`config.mk`:
```
export PLATFORM = sky130hd
export DESIGN_NAME = sacl_row_update
export DESIGN_NICKNAME = d
export VERILOG_FILES = /design/src/rtl/core/sacl_pkg.sv /design/src/rtl/core/sacl_row_update.sv
export SDC_FILE = /design/constraint.sdc
export NUM_CORES = 1
export LEC_CHECK = 0
export BUFFER_PORTS_ARGS = -buffer_cell sky130_fd_sc_hd__buf_2
export CAP_MARGIN = 20
export CORE_AREA = 2 2 227 229
export DETAILED_ROUTE_END_ITERATION = 10
export DIE_AREA = 0 0 229 231
export PLACE_DENSITY = 0.45
export SLEW_MARGIN = 20
export SYNTH_ARGS = -nofsm -noshare
export SYNTH_HDL_FRONTEND = slang
export SYNTH_SLANG_ARGS = --single-unit
```
`constraint.sdc`:
```
create_clock -name vclk -period 16.2
set_clock_uncertainty 0.15 [all_clocks]
set_input_delay 2.43 -clock vclk [all_inputs]
set_output_delay 2.43 -clock vclk [all_outputs]
set_load 0.005 [all_outputs]
```
`src/rtl/core/sacl_pkg.sv`:
```
// shared types and constants of the set-associative lru cache lookup core
package sacl_pkg;

  localparam int KIND_W     = 2;
  localparam int ADDR_W     = 32;
  localparam int CNT_W      = 32;
  localparam int CFG_IDX_W  = 2;
  localparam int CFG_DATA_W = 5;
  localparam int SET_CFG_W  = 4;
  localparam int OFF_CFG_W  = 5;
  localparam int WAYS_CFG_W = 4;

  typedef enum logic [KIND_W-1:0] {
    KIND_FETCH  = 2'd0,
    KIND_LOAD   = 2'd1,
    KIND_STORE  = 2'd2,
    KIND_MODIFY = 2'd3
  } kind_e;

  typedef enum logic [CFG_IDX_W-1:0] {
    CFG_SET_BITS  = 2'd0,
    CFG_OFF_BITS  = 2'd1,
    CFG_WAYS      = 2'd2,
    CFG_UNUSED    = 2'd3
  } cfg_idx_e;

  typedef struct packed {
    logic hit;
    logic evict;
  } lookup_stat_t;

endpackage

```
`src/rtl/core/sacl_row_update.sv`:
```
// tag compare, victim choice and lru age update for one set row
module sacl_row_update import sacl_pkg::*; #(
  parameter int MAX_WAYS = 8,
  parameter int TAGW     = 30,
  parameter int AGEW     = 3,
  parameter int WCW      = 4
) (
  input  logic [WCW-1:0]                 ways_i,
  input  logic [TAGW-1:0]                tag_i,
  input  logic [MAX_WAYS-1:0]            vld_i,
  input  logic [MAX_WAYS-1:0][TAGW-1:0]  tag_row_i,
  input  logic [MAX_WAYS-1:0][AGEW-1:0]  age_i,
  output logic [MAX_WAYS-1:0]            vld_o,
  output logic [MAX_WAYS-1:0][TAGW-1:0]  tag_row_o,
  output logic [MAX_WAYS-1:0][AGEW-1:0]  age_o,
  output lookup_stat_t                   stat_o
);

  localparam int WIW = (MAX_WAYS > 1) ? $clog2(MAX_WAYS) : 1;

  logic [MAX_WAYS-1:0] used;
  logic [MAX_WAYS-1:0] hit_vec;
  logic [MAX_WAYS-1:0] inv_vec;
  logic [WIW-1:0]      hit_way;
  logic [WIW-1:0]      inv_way;
  logic [WIW-1:0]      vic_way;
  logic [WIW-1:0]      way;
  logic [AGEW-1:0]     old_age;
  logic                hit;
  logic                any_inv;

  always_comb begin
    for (int w = 0; w < MAX_WAYS; w++) begin
      used[w]    = WCW'(w) < ways_i;
      hit_vec[w] = used[w] && vld_i[w] && (tag_row_i[w] == tag_i);
      inv_vec[w] = used[w] && !vld_i[w];
    end
    hit     = |hit_vec;
    any_inv = |inv_vec;
    hit_way = '0;
    inv_way = '0;
    for (int w = MAX_WAYS - 1; w >= 0; w--) begin
      if (hit_vec[w]) hit_way = WIW'(w);
      if (inv_vec[w]) inv_way = WIW'(w);
    end
    // first used way with the lowest age
    vic_way = '0;
    for (int w = 1; w < MAX_WAYS; w++) begin
      if (used[w] && (age_i[w] < age_i[vic_way])) vic_way = WIW'(w);
    end
    if (hit) begin
      way = hit_way;
    end else if (any_inv) begin
      way = inv_way;
    end else begin
      way = vic_way;
    end
    old_age   = age_i[way];
    vld_o     = vld_i;
    tag_row_o = tag_row_i;
    for (int w = 0; w < MAX_WAYS; w++) begin
      if (used[w] && vld_i[w] && (age_i[w] > old_age)) begin
        age_o[w] = age_i[w] - AGEW'(1);
      end else begin
        age_o[w] = age_i[w];
      end
    end
    age_o[way] = AGEW'(ways_i - WCW'(1));
    if (!hit) begin
      vld_o[way]     = 1'b1;
      tag_row_o[way] = tag_i;
    end
    stat_o.hit   = hit;
    stat_o.evict = !hit && !any_inv;
  end

endmodule

```
# [Word-level counts from Yosys, hierarchy flattened]
# Index checks and enable logic that the tools add are counted.
[classes] add_sub_neg=9 order_cmp=31 n_eq_ne=8 mux=57 bitwise=1 n_reduce_logical=53
[ops] op="bitwise mux 240 bit" n=1
[ops] op="== test 30 bit" n=8
[ops] op="two-way mux 240 bit" n=1
[ops] op="two-way mux 3 bit" n=40
[ops] op="demux 30 bit (select 3 bit)" n=1
[ops] op="binary-select mux 3 bit (select 3 bit)" n=7
[ops] op="logical AND 1 bit" n=41
[ops] op="two-way mux 30 bit" n=1
[ops] op="< comparator 3 x 4 -> 1 bit (second input constant)" n=7
[ops] op="subtractor 3 x 1 -> 3 bit (second input constant)" n=9
[ops] op="bitwise mux 24 bit" n=1
[ops] op="> comparator 3 bit" n=8
[ops] op="< comparator 3 bit" n=7
[ops] op="< comparator 3 x 4 -> 1 bit (first input constant)" n=4
[ops] op="OR reduction 8 bit" n=2
[ops] op="logical NOT 1 bit" n=10
[ops] op="demux 3 bit (select 3 bit)" n=1
[ops] op="< comparator 1 x 4 -> 1 bit (first input constant)" n=2
[ops] op="< comparator 2 x 4 -> 1 bit (first input constant)" n=2
[ops] op="two-way mux 8 bit" n=1
[ops] op="bitwise OR 8 bit" n=1
[ops] op="demux 1 bit (select 3 bit)" n=1
[ops] op="greater-or-equal comparator 3 x 1 -> 1 bit (second input constant)" n=1
[ops] op="two-way mux 1 bit" n=2
[totals] register_bits=0 input_bits=306 out_inout_bits=274 elab_cells=159

# [Logic depth before layout (Yosys ltp)]
# Gate-level depths: netlist (run 1).
[depth] depth_word=41 ltp_mapped=71 mapped_depth_nobuf=71

# [Least setup slack after synthesis (run 1)]
# No wires, ideal clock.
[synth_timing] path_kind="input-to-output" startpoint="input age_i[1] in the netlist's numbering" endpoint="output age_o[22] in the netlist's numbering" arrival_time_ns=14.748 t_required_ns=13.620 path_slack_ns=-1.128 stages=66 path_buffers=0 cell_sequence="inv_1 > ha_1 > or3b_1 > a211oi_2 > nand2_1 > o21ai_0 > inv_1 > ha_1 > a21o_1 > a311o_1 > nand2_1 > o21ai_0 > ha_1 > a21o_1 > a2111oi_0 > o31ai_1 > nand2_1 > mux2i_1 > [30 not listed] > nand2_1 > nand3b_1 > nor2_1 > o21ai_0 > a211o_1 > o2111ai_1 > nand2_1 > and2_1 > nand2_1 > o22a_1 > o221ai_1 > nor3_1 > ha_1 > nand2_1 > a311oi_1 > a311o_1 > mux2_1 > mux2i_1"
[synth_rtl] item="from (decl)" line_no="sacl_row_update.sv:12" text="input logic [MAX_WAYS-1:0][AGEW-1:0] age_i,"
[synth_rtl] item="to (decl)" line_no="sacl_row_update.sv:15" text="output logic [MAX_WAYS-1:0][AGEW-1:0] age_o,"

==> flow_summary_export.csv, run 1 <==
group,metric,value,unit
routing,avgViaCountPerCell,4.91,
cells_and_area,multiInputGateArea,0.00937,sq mm
routing,vias,12500,
global_route,grtUsageMet3,3.57,%
yosys,yosys_warnings,0,
routing,initialDrtViolationCount,638,
outcome,violations,"setup timing",
routing,wirelength,76300,um
critical_path,required,13.62,ns
sta,max_freq,0.0592,GHz
yosys,syn_avg_cell_area,7.79,sq um
sta,min_period_over_period,104,%
sta,final.setup.worst_slack,-0.690,ns
sta,finalSetupTns,-13.95,ns
cells_and_area,nets,2216,
yosys,seq_area_frac_synth,0,%
power_and_ir_drop,ir_worst_vdd,0.0000415,V
yosys,synth_cells,1147,
flow_run,drv_cap,0,
critical_path,crit_path_start,"age_i[1]",
yosys,synth_top_area_share,30.2,%
yosys,syn-cell-area,0.00894,sq mm
power_and_ir_drop,leakage,7.06,nW
critical_path,worstSetupEndpointType,"primary output",
routing,dr.pass1.iters,5,
floorplan,core,0.0507,sq mm
floorplan,dieArea,0.0529,sq mm
critical_path,critPathSlowestCell,"or3_4",
sta,setup_viol,24,
yosys,syn_nets,1493,
cells_and_area,area_delta_synth_final,75.6,%
yosys,ys_types,73,
sta,finalHoldViolations,0,
placed_design,gp_congestion,1.02,
power_and_ir_drop,finalPower,1.40,mW
routing,ant_nets,0,
min_path,hold_path.class,"input pin to primary output",
sta,holdWs,5.03,ns
critical_path,slowest_delay,0.41,ns
global_route,grt_use_met1,30.7,%
global_route,overflow,0,
sta,slew_violations,0,
yosys,yosys.area.top_type,"mux2_2",
global_route,grt_pass1_wl,97700,um
sta,grt_setup_unrepaired,"true",
routing,remaining_drc_errors,0,
global_route,gr-usage-all-layers,26.0,%
global_route,grt.busiest_layer,"met2",
yosys,synth_most_common_cell,"mux2_2",
placed_design,hpwlAfterDp,62500,um
yosys,synth_area_leaders,"mux2_2 30%, xnor2_1 14%, xor2_1 12%",
sta,slew_headroom,7.49,%
placed_design,port_buffers,580,
global_route,grt_max_degree,30,
sta,worst_pin_slew,1.38,ns
cells_and_area,nFlopsAndLatches,0,
floorplan,die_w,229,um
outcome,status,"complete, but fails checks",
floorplan,rows,83,
critical_path,crit_path_start_kind,"input pin",
sta,min_period,16.89,ns
global_route,antenna_found_initial,10,
cells_and_area,regArea,0,sq um
cells_and_area,drive_gt1_share,65.2,%
routing,wl_per_cell,29.9,um
min_path,hp-start,"tag_row_i[107]",
yosys,synthTopCellsByCount,"240 x mux2_2, 145 x xnor2_1, 119 x xor2_1, 71 x clkbuf_1, 50 x nor2_1",
cells_and_area,clkbuf_count,0,
floorplan,io_pins,580,
power_and_ir_drop,p_per_area,89.2,mW/mm^2
critical_path,critPathMaxFanout,5,
global_route,grt_pass1_vias,12400,
placed_design,dp_worst_setup_slack,-1.09,ns
floorplan,die-height,231,um
cells_and_area,fill_cells,5629,
global_route,globalRouteMet2Util,48.3,%
cts,postCtsHoldBufs,0,
critical_path,setup.worst_path.class,"input pin to primary output",
critical_path,crit_arrival,14.31,ns
floorplan,initial_core_util,17.6,%
report_power, final:
part | switching (mW) | internal, mW | leakage, nW
Sequential | 0 | 0 | 0
Combinational | 0.697 | 0.704 | 7.06
Clock | 0 | 0.0000000187 | 0.0000380
Total | 0.697 | 0.704 | 7.06
critical path: cells and delay by family:
kind / cells / cell delay, ns
buffers and inverters: 12 / 1.26
AND/OR/NAND/NOR: 15 / 2.15
adder cells (fa/ha/maj): 9 / 2.11
multiplexers: 2 / 0.27
AO/OA/AOI/OAI: 32 / 6.12
final cells by class:
class	count	share of cell area, %
antenna	6	0.0957
multi-input combinational	1014	59.7
inverter	39	1.01
tap	680	5.42
timing repair buffer	815	33.7
routing by layer:
metal	vias up	part of all wire (%)
met3	116	5.6
met5	-	0.054
met4	6	4.3
met1	6221	39
met2	556	51
li1	5636	-
final timing paths:
| check | endpoint | depth (start not counted) |
|---|---|---|
| setup / recovery | age_o[7] | 70 |
| hold / removal | tag_row_o[107] | 3 |
timing repair:
item                       4_1_cts  5_1_grt
gates cloned                     0       13
resized for setup              118       92
pin swaps                       98       65
buffers inserted                36       34
setup endpoints to repair      104      272
through the flow:
step | instances | utilization, % | instance area [sq um]
3_5_place_dp | 2469 | 27.4 | 13900
5_1_grt | 2549 | 30.9 | 15700
6_report | 2554 | 31.0 | 15700
3_3_place_gp | 2469 | 27.4 | 13900
4_1_cts | 2503 | 28.9 | 14700
2_1_floorplan | 1147 | - | 9140
cells in the final DEF, fill, tap and decap left out, types with 12 or more instances in the layout:
| cell type | n |
|---|---|
| buf_2 | 569 |
| mux2_2 | 228 |
| buf_4 | 177 |
| xnor2_1 | 143 |
| xor2_1 | 119 |
| nand4_1 | 41 |
| nor4_1 | 39 |
| buf_6 | 37 |
| nor2_1 | 36 |
| nand2_1 | 34 |
| inv_1 | 28 |
| ha_1 | 24 |
| a21oi_1 | 20 |
| buf_12 | 18 |
| o21ai_0 | 17 |
| mux2i_1 | 15 |
| a21oi_2 | 14 |
| ha_4 | 14 |
| mux2_4 | 13 |
| o21ai_1 | 12 |
| clkbuf_16 | 12 |
cell families (layout without fill, tap and decap cells):
kind of cell	count (synthesis)	after routing	synth area share, %
other cells	0	6	0
compound gates	177	177	13.6
xor+xnor	264	264	25.9
buf+inv	133	854	5.88
fa+ha+maj	46	46	6.27
simple gates	271	271	16.4
mux	256	256	32.0
(Power assumes the default switching activity.)
==> run 2: changes to the inputs <==
==> constraint.sdc (replaced) <==
create_clock -name vclk -period 16.2
set_clock_uncertainty 0.15 [all_clocks]
set_input_delay 0.81 -clock vclk [all_inputs]
set_output_delay 0.81 -clock vclk [all_outputs]
set_load 0.005 [all_outputs]
==> run 2 against run 1 <==
  * Critical path depth down 2
  * First-iteration DRC count up 13%
  * Global-route usage down 1.3 points
  * Non-clock buffer count down 184
  * Worst setup slack better by 1.8 ns
  * Sequential cell count unchanged
  * Highest routed layer unchanged
  * The flow now finishes without violations
  * Maximum frequency up 12%
  * Via count down 7.1%
  * Sequential share of layout area unchanged
  * Count of clock-buffer cells in the layout unchanged
  * Final area down 18%
  * Total power down 33%
==> flow_summary_export.csv, run 2 (synthesized netlist as in run 1, its figures left out) <==
group,metric,value,unit
routing,remaining_drc_errors,0,
floorplan,initial_core_util,17.6,%
routing,dr.pass1.iters,5,
routing,initialDrtViolationCount,719,
global_route,overflow,0,
critical_path,crit_buf_inv,8,
sta,slew_headroom,30.6,%
critical_path,crit_family,"compound AO/OA/AOI/OAI gates",
critical_path,critPathMaxFanout,6,
floorplan,io_pins,580,
placed_design,port_buffers,580,
routing,wirelength,69200,um
critical_path,worstSetupEndpointType,"primary output",
critical_path,required,15.24,ns
cells_and_area,area_delta_synth_final,43.3,%
global_route,grt_pass1_wl,92700,um
floorplan,die_w,229,um
routing,wl_per_cell,29.2,um
critical_path,slowest_delay,0.45,ns
placed_design,gp_congestion,0.945,
critical_path,timing.critical_path.mode_cell,"ha_1",
min_path,hold_end,"tag_row_o[102]",
power_and_ir_drop,leakage,5.76,nW
cells_and_area,multiInputGateArea,0.00850,sq mm
cells_and_area,layout_commonest_cell,"buf_2",
flow_run,drv_cap,0,
sta,setup_viol,0,
min_path,hp-start,"tag_row_i[102]",
cells_and_area,clkbuf_count,0,
routing,ant_nets,0,
global_route,gr-usage-all-layers,24.7,%
cells_and_area,regArea,0,sq um
floorplan,core,0.0507,sq mm
global_route,grt_pass1_vias,11500,
power_and_ir_drop,p_per_area,72.7,mW/mm^2
critical_path,setup.worst_path.class,"input pin to primary output",
placed_design,hpwlAfterDp,59700,um
sta,worst_pin_slew,1.03,ns
critical_path,critPathSlowestCell,"o21bai_1",
sta,min_period,15.12,ns
min_path,hold_path.class,"input pin to primary output",
sta,max_freq,0.0661,GHz
power_and_ir_drop,ir_worst_vdd,0.0000394,V
routing,vias,11600,
cells_and_area,layout_common_cells,"581 x buf_2, 240 x mux2_2, 145 x xnor2_1, 119 x xor2_1",
placed_design,dp_worst_setup_slack,0.440,ns
sta,slew_violations,0,
cells_and_area,postLayoutCoreUtil,25.3,%
sta,holdWs,1.80,ns
power_and_ir_drop,finalPower,932,uW
floorplan,dieArea,0.0529,sq mm
cells_and_area,nFlopsAndLatches,0,
outcome,status,"finished, final reports clean",
sta,finalHoldViolations,0,
min_path,min_path_cells,3,
sta,min_period_over_period,93.3,%
critical_path,crit_path_start_kind,"input pin",
global_route,grt_max_degree,32,
cells_and_area,fill_cells,5838,
global_route,antenna_found_initial,19,
cells_and_area,drive_gt1_share,54.2,%
critical_path,crit_arrival,14.16,ns
sta,final.setup.worst_slack,1.08,ns
floorplan,rows,83,
routing,avgViaCountPerCell,4.92,
cells_and_area,nets,2032,
floorplan,die-height,231,um
## run 2: changes by cell type in the layout (fill, tap and decap cells not counted), sizes merged
cell,previous run,this run
buf,803,631
clkbuf,12,0
diode,6,3
## run 2: layout make-up
cell class | count | area share, %
Multi-Input combinational cell | 1014 | 66.3
Timing Repair Buffer | 631 | 25.8
Tap cell | 680 | 6.64
Inverter | 39 | 1.14
Antenna cell | 3 | 0.0586
## run 2: per-layer routing
| layer | vias up | wire (um) | GRT usage [%] |
|---|---|---|---|
| li1 | 5254 | - | - |
| met1 | 5741 | 27600 | 29.5 |
| met2 | 542 | 34900 | 45.3 |
| met3 | 94 | 4080 | 3.89 |
| met4 | 18 | 2530 | 7.06 |
| met5 | - | 114 | 0 |
## run 2: metrics by stage
step                      setup TNS, ns  instances  cell area, sq um
final                                 0       2367             12800
after global placement                0       2358             12700
after CTS                             0       2359             12700
after detailed placement              0       2359             12700
after global routing            -0.0387       2365             12800
after floorplan                       0       1147              8940
## run 2: worst max-delay path by stage
| stage | startpoint | end | slack, ns | cells past startpoint |
|---|---|---|---|---|
| global route | age_i[1] | age_o[22] | -0.04 | 68 |
| CTS | age_i[1] | age_o[22] | 0.37 | 70 |
| floorplan | age_i[1] | age_o[22] | 2.11 | 66 |
| global placement | age_i[1] | age_o[22] | 0.69 | 70 |
| detailed placement | age_i[1] | age_o[22] | 0.44 | 70 |
| finish | age_i[1] | age_o[22] | 1.08 | 68 |
## run 2: report_power, final
group	switching, mW	total [mW]	internal, mW
clock network	0	0.0000000248	0.0000000248
registers	0	0	0
logic	0.533	0.932	0.399
## run 2: repair_timing
item,CTS,global route
endpoints found under the hold margin,0,0
hold buffers,0,0
setup buffers,0,5
resized for setup,0,11
setup endpoints to repair,0,43
==> run 3: changes to the inputs <==
CAP_MARGIN = unset   (was 20)
PLACE_DENSITY = unset   (was 0.45)
PLACE_DENSITY_LB_ADDON = 0.05   (was unset)
==> run 3 against run 2 <==
  * Sequential share of layout area unchanged
  * Non-clock buffer count up 5
  * Total power rose by 2.3%
  * Critical endpoint is now age_o[7]
  * Via count decreased by 2.0%
==> flow_summary_export.csv, run 3 (synthesized netlist as in run 1, its figures left out) <==
group,metric,value,unit
power_and_ir_drop,p_per_area,74.0,mW/mm^2
floorplan,core,0.0507,sq mm
critical_path,crit_cells,71,
critical_path,crit_buf_inv,9,
floorplan,io_pins,580,
critical_path,crit_family,"compound AO/OA/AOI/OAI gates",
flow_run,drv_cap,0,
global_route,grt_pass1_vias,11600,
routing,vias,11400,
critical_path,worstSetupEndpointType,"primary output",
global_route,grt_max_degree,32,
sta,finalSetupTns,0,ns
global_route,gr-usage-all-layers,25.6,%
cells_and_area,postLayoutCoreUtil,25.4,%
routing,avgViaCountPerCell,4.81,
critical_path,setup.worst_path.class,"input pin to primary output",
cells_and_area,nets,2037,
placed_design,gp_congestion,0.855,
sta,min_period,15.06,ns
global_route,grt_use_met1,29.3,%
global_route,grt_pass1_wl,95700,um
floorplan,rows,83,
sta,finalHoldViolations,0,
sta,worst_pin_slew,1.08,ns
placed_design,port_buffers,580,
sta,min_period_over_period,92.9,%
floorplan,die_w,229,um
placed_design,placed_area,0.0127,sq mm
outcome,status,"finished, final reports clean",
min_path,hold_path.class,"input pin to primary output",
cts,postCtsHoldBufs,0,
global_route,grt.busiest_layer,"met2",
placed_design,dp_worst_setup_slack,0.342,ns
sta,slew_headroom,27.1,%
routing,wl_per_cell,30.3,um
routing,wirelength,72000,um
global_route,grtUsageMet3,3.01,%
routing,ant_nets,0,
critical_path,slowest_delay,0.60,ns
critical_path,crit_arrival,14.10,ns
sta,slew_violations,0,
sta,setup_viol,0,
cells_and_area,regArea,0,sq um
floorplan,initial_core_util,17.6,%
power_and_ir_drop,leakage,5.78,nW
critical_path,critPathSlowestCell,"o31ai_2",
routing,initialDrtViolationCount,587,
global_route,globalRouteMet2Util,51.0,%
floorplan,dieArea,0.0529,sq mm
min_path,min_path_cells,3,
cells_and_area,layout_common_cells,"580 x buf_2, 240 x mux2_2, 145 x xnor2_1, 119 x xor2_1, 56 x buf_4",
sta,final.setup.worst_slack,1.14,ns
cells_and_area,nFlopsAndLatches,0,
critical_path,required,15.24,ns
routing,dr.pass1.iters,5,
sta,max_freq,0.0664,GHz
cells_and_area,fin_area,0.0129,sq mm
critical_path,timing.critical_path.mode_cell,"ha_1",
placed_design,hpwlAfterDp,61400,um
critical_path,critPathMaxFanout,8,
cells_and_area,clkbuf_count,0,
critical_path,crit_path_start_kind,"input pin",
power_and_ir_drop,finalPower,953,uW
cells_and_area,drive_gt1_share,54.5,%
global_route,overflow,0,
floorplan,die-height,231,um
global_route,antenna_found_initial,18,
routing,remaining_drc_errors,0,
power_and_ir_drop,ir_worst_vdd,0.0000337,V
cells_and_area,area_delta_synth_final,44.1,%
cells_and_area,layout_commonest_cell,"buf_2",
-- run 3: per-layer routing --
metal	vias to the layer above	share of wire (%)
li1	5264	-
met1	5665	40
met2	372	54
met3	86	3.7
met4	24	1.9
met5	-	0.21
-- run 3: final timing paths --
path | startpoint | endpoint | slack [ns]
max | age_i[1] | age_o[7] | 1.14
min | tag_row_i[188] | tag_row_o[188] | 1.79
-- run 3: power breakdown --
group	total (mW)	leakage (nW)	internal, mW	switching, mW
Clock	0.0000000331	0.0000254	0.0000000331	0
Combinational	0.953	5.78	0.410	0.543
Sequential	0	0	0	0
Total	0.953	5.78	0.410	0.543
-- run 3: final cells by class --
type | instances | area (sq um)
diodes | 4 | 10.0
multi-input cells | 1014 | 8550
well taps | 680 | 851
repair buffers | 636 | 3320
inverters | 39 | 146
fillers | 5874 | 37800
-- run 3: what timing repair did --
item	in CTS	in global routing
endpoints found under the setup margin	0	115
setup buffers	0	5
resized for setup	0	24
-- run 3: through the flow --
stage	hold WS (ns)	cells
2_1_floorplan	1.52	1147
3_3_place_gp	1.80	2364
3_5_place_dp	1.79	2364
4_1_cts	1.79	2364
5_1_grt	1.81	2370
6_report	1.79	2373
